## src/rtl/wsr_pkg.sv

```systemverilog
`default_nettype none
package wsr_pkg;

    localparam int MAX_TOKENS = 32;
    localparam logic [7:0] WILDCARD_BYTE = 8'd46;

    typedef enum logic [1:0] {
        MODE_CLEAR  = 2'd0,
        MODE_APPEND = 2'd1,
        MODE_TEXT   = 2'd2,
        MODE_END    = 2'd3
    } t_mode;

    // broadcast from the top level to every cell, mode strobes already qualified by the accept
    typedef struct packed {
        logic       clear;
        logic       append;
        logic       text;
        logic       restart;
        logic [7:0] symbol;
        logic       repeat_req;
    } t_cmd;

    // handed from each cell to its right-hand neighbour
    typedef struct packed {
        logic head;
        logic used;
        logic skip;
        logic step;
    } t_link;

endpackage
`default_nettype wire

```

## src/rtl/wsr_cell.sv

```systemverilog
`default_nettype none
module wsr_cell
    import wsr_pkg::*;
(
    input  wire logic  i_clk,
    input  wire logic  i_rst_n,
    input  wire t_cmd  i_cmd,
    input  wire t_link i_link,
    output t_link      o_link,
    output logic       o_match
);

    logic       r_used;
    logic       r_act;
    logic [7:0] r_sym;
    logic       r_rep;

    logic       n_used;
    logic       n_act;
    logic       w_closed;
    logic       w_hit;
    logic       w_load;

    // closed activity of this position: own bit, or skipped in over a starred token
    assign w_closed = r_act | i_link.skip;
    assign w_hit    = r_used & w_closed & ((r_sym == WILDCARD_BYTE) || (r_sym == i_cmd.symbol));
    assign w_load   = i_cmd.append & ~r_used & i_link.used;

    assign o_link.head = 1'b0;
    assign o_link.used = r_used;
    assign o_link.skip = w_closed & r_used & r_rep;
    assign o_link.step = w_hit & ~r_rep;

    // this position is the end of the pattern when the left one is used and this is not
    assign o_match = w_closed & i_link.used & ~r_used;

    always_comb begin
        n_used = r_used;
        if (i_cmd.clear) begin
            n_used = 1'b0;
        end else if (w_load) begin
            n_used = 1'b1;
        end
    end

    always_comb begin
        n_act = r_act;
        if (i_cmd.restart) begin
            n_act = i_link.head;
        end else if (i_cmd.text) begin
            n_act = (w_hit & r_rep) | i_link.step;
        end
    end

    always_ff @(posedge i_clk) begin
        if (!i_rst_n) begin
            r_used <= 1'b0;
            r_act  <= i_link.head;
        end else begin
            r_used <= n_used;
            r_act  <= n_act;
        end
    end

    always_ff @(posedge i_clk) begin
        if (w_load) begin
            r_sym <= i_cmd.symbol;
            r_rep <= i_cmd.repeat_req;
        end
    end

endmodule
`default_nettype wire

```

## src/rtl/wildcard_star_regex_matcher.sv

```systemverilog
`default_nettype none
// channel | direction | handshake          | payload
// input   | in        | i_valid / o_ready  | i_mode, i_symbol, i_repeat_req
// result  | out       | o_valid / i_ready  | o_matched, o_overflow
//
// one beat per cycle when not stalled, every mode; the whole position set of the
// cell row updates in the cycle the beat is taken, closure ripples along the row
// an end-of-text beat puts its result in the output register on the next edge
// reset leaves an empty pattern with only position zero active, no clearing pass
// a stalled result holds the output register and holds off every input beat
// until it is taken
module wildcard_star_regex_matcher
    import wsr_pkg::*;
(
    input  wire logic       i_clk,
    input  wire logic       i_rst_n,
    input  wire logic       i_valid,
    output logic            o_ready,
    input  wire logic [1:0] i_mode,
    input  wire logic [7:0] i_symbol,
    input  wire logic       i_repeat_req,
    output logic            o_valid,
    input  wire logic       i_ready,
    output logic            o_matched,
    output logic            o_overflow
);

    logic                  w_accept;
    t_mode                 w_mode;
    t_cmd                  w_cmd;
    t_link                 w_link [MAX_TOKENS+1];
    logic [MAX_TOKENS-1:0] w_match;
    logic [MAX_TOKENS-1:0] w_used;
    logic                  w_closed_end;
    logic                  w_matched;

    logic r_act_end;
    logic r_ovf;
    logic r_out_valid;
    logic r_matched;
    logic r_out_ovf;

    logic n_act_end;
    logic n_ovf;

    assign o_ready  = ~r_out_valid | i_ready;
    assign w_accept = i_valid & o_ready;
    assign w_mode   = t_mode'(i_mode);

    always_comb begin
        w_cmd.clear      = w_accept & (w_mode == MODE_CLEAR);
        w_cmd.append     = w_accept & (w_mode == MODE_APPEND);
        w_cmd.text       = w_accept & (w_mode == MODE_TEXT);
        w_cmd.restart    = w_accept & (w_mode != MODE_TEXT);
        w_cmd.symbol     = i_symbol;
        w_cmd.repeat_req = i_repeat_req;
    end

    assign w_link[0] = '{head: 1'b1, used: 1'b1, skip: 1'b0, step: 1'b0};

    for (genvar g = 0; g < MAX_TOKENS; g++) begin : g_cell
        wsr_cell u_cell (
            .i_clk   (i_clk),
            .i_rst_n (i_rst_n),
            .i_cmd   (w_cmd),
            .i_link  (w_link[g]),
            .o_link  (w_link[g+1]),
            .o_match (w_match[g])
        );
        assign w_used[g] = w_link[g+1].used;
    end

    // position past the last cell is only the end when every cell is used
    assign w_closed_end = r_act_end | w_link[MAX_TOKENS].skip;
    assign w_matched    = (|w_match) | w_closed_end;

    always_comb begin
        n_act_end = r_act_end;
        if (w_cmd.restart) begin
            n_act_end = 1'b0;
        end else if (w_cmd.text) begin
            n_act_end = w_link[MAX_TOKENS].step;
        end
    end

    always_comb begin
        n_ovf = r_ovf;
        if (w_cmd.clear) begin
            n_ovf = 1'b0;
        end else if (w_cmd.append & w_link[MAX_TOKENS].used) begin
            n_ovf = 1'b1;
        end
    end

    always_ff @(posedge i_clk) begin
        if (!i_rst_n) begin
            r_act_end   <= 1'b0;
            r_ovf       <= 1'b0;
            r_out_valid <= 1'b0;
        end else begin
            r_act_end <= n_act_end;
            r_ovf     <= n_ovf;
            if (w_accept && (w_mode == MODE_END)) begin
                r_out_valid <= 1'b1;
            end else if (i_ready) begin
                r_out_valid <= 1'b0;
            end
        end
    end

    always_ff @(posedge i_clk) begin
        if (w_accept && (w_mode == MODE_END)) begin
            r_matched <= w_matched;
            r_out_ovf <= r_ovf;
        end
    end

    assign o_valid    = r_out_valid;
    assign o_matched  = r_matched;
    assign o_overflow = r_out_ovf;

    // a result only appears after an end-of-text beat
    a_result_source: assert property (@(posedge i_clk) disable iff (!i_rst_n)
        $rose(r_out_valid) |-> $past(w_accept && (w_mode == MODE_END)))
        else $error("result without end-of-text beat");

    // used cells always fill from the left
    a_used_packed: assert property (@(posedge i_clk) disable iff (!i_rst_n)
        $onehot0(w_used + {{(MAX_TOKENS-1){1'b0}}, 1'b1}))
        else $error("used cells not contiguous");

    // overflow only once the row is full
    a_ovf_full: assert property (@(posedge i_clk) disable iff (!i_rst_n)
        r_ovf |-> (&w_used))
        else $error("overflow with free cells");

    // a clear empties the row, drops overflow and deactivates the end position
    a_clear_empties: assert property (@(posedge i_clk) disable iff (!i_rst_n)
        w_cmd.clear |=> (!r_ovf && (w_used == '0) && !r_act_end))
        else $error("clear left state behind");

endmodule
`default_nettype wire
```

## config.mk

```make
export PLATFORM = sky130hd
export DESIGN_NAME = wildcard_star_regex_matcher
export DESIGN_NICKNAME = d
export VERILOG_FILES = /design/src/rtl/wsr_pkg.sv /design/src/rtl/wsr_cell.sv /design/src/rtl/wildcard_star_regex_matcher.sv
export SDC_FILE = /design/constraint.sdc
export NUM_CORES = 1
export LEC_CHECK = 0
export ABC_AREA = 1
export BUFFER_PORTS_ARGS = -buffer_cell sky130_fd_sc_hd__buf_4
export CAP_MARGIN = 30
export CORE_AREA = 8 8 204 206
export CTS_CLUSTER_DIAMETER = 40
export DETAILED_ROUTE_END_ITERATION = 6
export DIE_AREA = 0 0 212 214
export GPL_TIMING_DRIVEN = 0
export PLACE_DENSITY = 0.71
export REMOVE_ABC_BUFFERS = 1
export SLEW_MARGIN = 0
export SYNTH_ARGS = -nofsm -noshare
export SYNTH_HDL_FRONTEND = slang
export SYNTH_HIERARCHICAL = 1
export SYNTH_SLANG_ARGS = --single-unit
```

## constraint.sdc

```tcl
create_clock -name i_clk -period 10.1 [get_ports i_clk]
set_clock_uncertainty 0.2 [all_clocks]
set_input_delay 1.515 -clock i_clk [delete_from_list [all_inputs] [get_ports i_clk]]
set_output_delay 1.515 -clock i_clk [all_outputs]
set_load 0.02 [all_outputs]
```

### Word-level counts from Yosys, hierarchy flattened

Index checks and enable logic that the tools add are counted.

| storage, ports and cells | value |
|---|---|
| flip-flop bits (word level) | 357 |
| input port bits | 15 |
| output and inout bits | 4 |
| logic and storage cells | 664 |

| cells by class | value |
|---|---|
| eq/ne operators | 68 |
| mux-type cells | 2 |
| bitwise logic cells | 423 |
| reductions and logical operators | 38 |

Operators by type and width:

| cell | number |
|---|---|
| 1-bit bitwise AND | 292 |
| 8-bit by 6-bit equality test with 1-bit output, second input constant | 32 |
| 8-bit equality test | 32 |
| 1-bit NOT | 66 |
| 1-bit OR | 65 |
| 1-bit logical OR | 32 |
| 32-bit OR reduction | 1 |
| 2-bit equality test, second input constant | 2 |
| 2-bit OR reduction | 2 |
| 2-bit by 1-bit equality test with 1-bit output, second input constant | 1 |
| 2-bit zero test | 1 |
| 1-bit 2-to-1 mux | 2 |
| 2-bit inequality test, second input constant | 1 |
| 2-bit nonzero test | 1 |
| 1-bit logical AND | 1 |

### Depth between registers and ports, before layout

| depth | value |
|---|---|
| word-level depth | 97 |
| depth in mapped cells | 68 |
| mapped depth without buffers | 68 |

### Hierarchy

The synthesis kept the hierarchy.

Modules (own cells, without submodules):

| module | instances | cells an instance | area an instance (um^2) | sequential area each (um^2) |
|---|---|---|---|---|
| wsr_cell | 32 | 73 | 605.6 | 320.3 |
| wildcard_star_regex_matcher | 1 | 62 | 371.6 | 120.1 |

### Worst setup path after synthesis

No wires, ideal clock.

| timing path | value |
|---|---|
| path type | flip-flop to flip-flop |
| start point | register g_cell[0].u_cell.r_act |
| end point | register r_matched (netlist: o_matched) (data pin) |
| setup time | 254 ps |
| data arrival time | 10522 ps |
| setup slack | -876 ps |
| cell stages (with the launch flop) | 69 |
| cells stage by stage | edfxtp_1 -> nor2_1 -> nor3b_4 -> nor2_1 -> nor3b_4 -> nor2_1 -> nor3b_4 -> nor2_1 -> nor3b_4 -> nor2_1 -> nor3b_4 -> nor2_1 -> nor3b_4 -> nor2_1 -> nor3b_4 -> nor2_1 -> nor3b_4 -> nor2_1 -> (+33 left out) -> nor2_1 -> nor3b_4 -> nor2_1 -> nor3b_4 -> nor2_1 -> nor3b_4 -> nor2_1 -> nor3b_4 -> nor2_1 -> nor3b_4 -> nor2_1 -> nor3b_4 -> nor2_1 -> nor3_1 -> nor2_1 -> nand4_1 -> nor2_1 -> nand2_1 |

RTL lines:

| element | line | RTL |
|---|---|---|
| start: declaration | wsr_cell.sv:14 | `logic r_act;` |
| start signal: assignment | wsr_cell.sv:58 | `r_act <= i_link.head;` |
| start signal: assignment | wsr_cell.sv:61 | `r_act <= n_act;` |
| end signal: assignment | wildcard_star_regex_matcher.sv:113 | `r_matched <= w_matched;` |
| end: declaration | wildcard_star_regex_matcher.sv:40 | `logic r_matched;` |

==> run_results.csv <==
group,metric,value,unit
power_and_ir_drop,intPower,2.79,mW
cells_and_area,fillers,3165,
critical_path,ff2ff_path_depth,68,
cells_and_area,drive_gt1_share,11.1,%
drt,wire_per_inst,13.2,um
clock_network,path_clk_slew,0.05,ns
critical_path,r2r-end,"o_matched",
sta,final_hold_viol_count,0,
logic_synthesis,syn_area,0.0197,mm2
place,hpwl,24.8,mm
critical_path,startpoint_type,"flip-flop",
clock_network,root_buffer,"clkbuf_16",
min_path,min_from,"r_ovf",
global_route,antenna_found_initial,0,
power_and_ir_drop,power_density,160,mW/mm2
global_route,grt_pass1_vias,14500,
cells_and_area,final_net_count,2455,
power_and_ir_drop,p_comb_share,6.6,%
place,dp.cells,2885,
cells_and_area,design_area,0.0223,mm2
clock_network,numCtsBuffers,49,
critical_path,path_buf_inv,1,
critical_path,required,10.30,ns
run_status,violations,"setup timing",
die,start_util,51.6,%
clock_network,cts_max_level,2,
critical_path,critPathArrivalTime,11.12,ns
place,io_buffers,18,
run,cap_violations,0,
global_route,track_usage,17.7,%
min_path,min_path_type,"reg -> reg",
die,die_h,214,um
die,dieArea,0.0454,mm2
drt,via_per_inst,4.79,
critical_path,crit-reg2reg-launch,"g_cell[0].u_cell/r_used",
cells_and_area,insertedDiodeCount,0,
drt,drc,0,
die,ios,19,
place,post_dp_cell_area,0.0204,mm2
clock_network,cts_tree,"done",
min_path,hold-path-cell-count,0,
drt,drt_iter0_markers,795,
sta,max_freq,0.0916,GHz
critical_path,crit_fanout,4,
drt,vias,14400,
global_route,grt_pass1_wl,67.0,mm
critical_path,critPathMaxStageDelay,0.34,ns
sta,grt_setup_unrepaired,"yes",
critical_path,cp-end-kind,"flip-flop",
power_and_ir_drop,pwr-share-clk,47.7,%
sta,period_needed,10.92,ns
global_route,grt_max_degree,100,
critical_path,cpMostUsedCell,"nor3b_4",
critical_path,critPathTopFamily,"simple AND/OR/NAND/NOR gates",
power_and_ir_drop,p_leak,9.86,nW
logic_synthesis,synth_cells,2396,
clock_network,numClockSinks,357,
cells_and_area,instances_no_fill,2999,
min_path,min_to,"o_overflow",
drt,totalWireLength,39.5,mm
cells_and_area,area_delta_synth_final,13.2,%
run_status,status,"finished, violations left",
drt,drtAntennaViolNets,0,
critical_path,crit_slowest_cell,"dfxtp_2",
logic_synthesis,yosysWarnings,6,
power_and_ir_drop,peakVddDrop,0.130,mV
sta,finalSetupViolCount,5,
sta,slew_violations,0,
sta,tightestPinTransition,0.848,ns
sta,slew_headroom,43.2,%
place,place_congestion,0.760,
global_route,gr-total-overflow,0,
logic_synthesis,avgSynthCellArea,8.24,um2
sta,finalCritPeriodShare,108,%
clock_network,clock_latency,0.55,ns
sta,worst_slack,-0.817,ns
clock_network,cts.path.max_buffers,3,
power_and_ir_drop,p_sw,790,uW
die,core_area,0.0383,mm2
critical_path,reg2reg_slack,-0.82,ns
die,rows,72,
power_and_ir_drop,swShare,22.1,%
power_and_ir_drop,power_frac_seq,45.7,%
drt,firstDrtPassIters,5,
place,pre_cts_ws,-2.92,ns
critical_path,path_class,"reg -> reg",
die,die_x,212,um
how the worst max path moves through the flow:
stage	from	end	slack (ns)	cells past startpoint
after floorplan	g_cell[0].u_cell/r_act	o_matched	-0.88	68
after global placement	g_cell[0].u_cell/r_act	o_matched	-2.58	68
after detailed placement	g_cell[0].u_cell/r_act	o_matched	-2.92	68
after CTS	g_cell[0].u_cell/r_used	o_matched	-0.67	68
after global routing	g_cell[0].u_cell/r_act	o_matched	-1.52	68
final	g_cell[0].u_cell/r_used	o_matched	-0.82	68
area by class of cell:
cell class | count | area, um2 | area share [%]
clock inverter | 21 | 225 | 1.01
sequential | 357 | 10400 | 46.4
multi-input combinational | 1556 | 7430 | 33.3
tap | 518 | 648 | 2.90
timing repair buffer | 54 | 629 | 2.82
clock buffer | 71 | 1450 | 6.50
inverter | 422 | 1580 | 7.09
placed cells by master (no fill, tap or decap), drive strengths merged:
cell      instances
a21boi            1
a21oi            65
buf              54
bufinv            3
clkbuf           71
clkinv            6
clkinvlp          8
conb             35
dfxtp            35
edfxtp          322
inv             426
nand2           845
nand3             3
nand4            33
nor2            314
nor3             66
nor3b            32
o21ai            34
or2              32
xnor2            96
registers in the layout, indices dropped and copies added (netlist names), 32 cells and up:
signal                count
g_cell.u_cell/r_sym     256
g_cell.u_cell/r_act      32
g_cell.u_cell/r_rep      32
g_cell.u_cell/r_used     32
per-stage QoR:
| step | utilization (%) | power, mW | TNS, ns | hold slack, ns |
|---|---|---|---|---|
| after floorplan | - | 1.79 | -2.70 | 0.208 |
| after global placement | 52.4 | 1.87 | -12.88 | 0.229 |
| after detailed placement | 53.2 | 1.89 | -15.59 | 0.233 |
| after CTS | 58.0 | 3.61 | -2.05 | 0.244 |
| after global routing | 58.3 | 3.71 | -6.92 | 0.254 |
| final | 58.3 | 3.58 | -2.86 | 0.239 |
worst reg2reg max path: cells and delay by family (launching register included):
family / cells / cell delay [ns]
AND/OR/NAND/NOR: 67 / 10.12
flip-flops: 1 / 0.34
buffers and inverters: 1 / 0.08
per-layer routing:
metal	vias up	track usage (%)	part of all wire (%)
li1	7398	-	-
met1	6658	22.1	44
met2	241	31.0	49
met3	77	2.54	3.9
met4	0	6.23	2.3
met5	-	0	0
power groups by stage:
stage / Sequential [mW] / Clock, mW / Combinational [mW]
2_1_floorplan: 1.66 / 0 / 0.130
3_3_place_gp: 1.66 / 0 / 0.210
3_5_place_dp: 1.66 / 0 / 0.230
4_1_cts: 1.64 / 1.74 / 0.233
5_1_grt: 1.64 / 1.81 / 0.265
6_report: 1.64 / 1.71 / 0.235
timing repair:
| action | 4_1_cts | 5_1_grt |
|---|---|---|
| setup buffers | 11 | 8 |
| gates cloned | 0 | 0 |
| setup endpoints to repair | 10 | 7 |
| pin swaps | 7 | 5 |
| hold buffers | 0 | 0 |
| gates resized for setup | 34 | 0 |
Power figures use the tool's default switching activity.
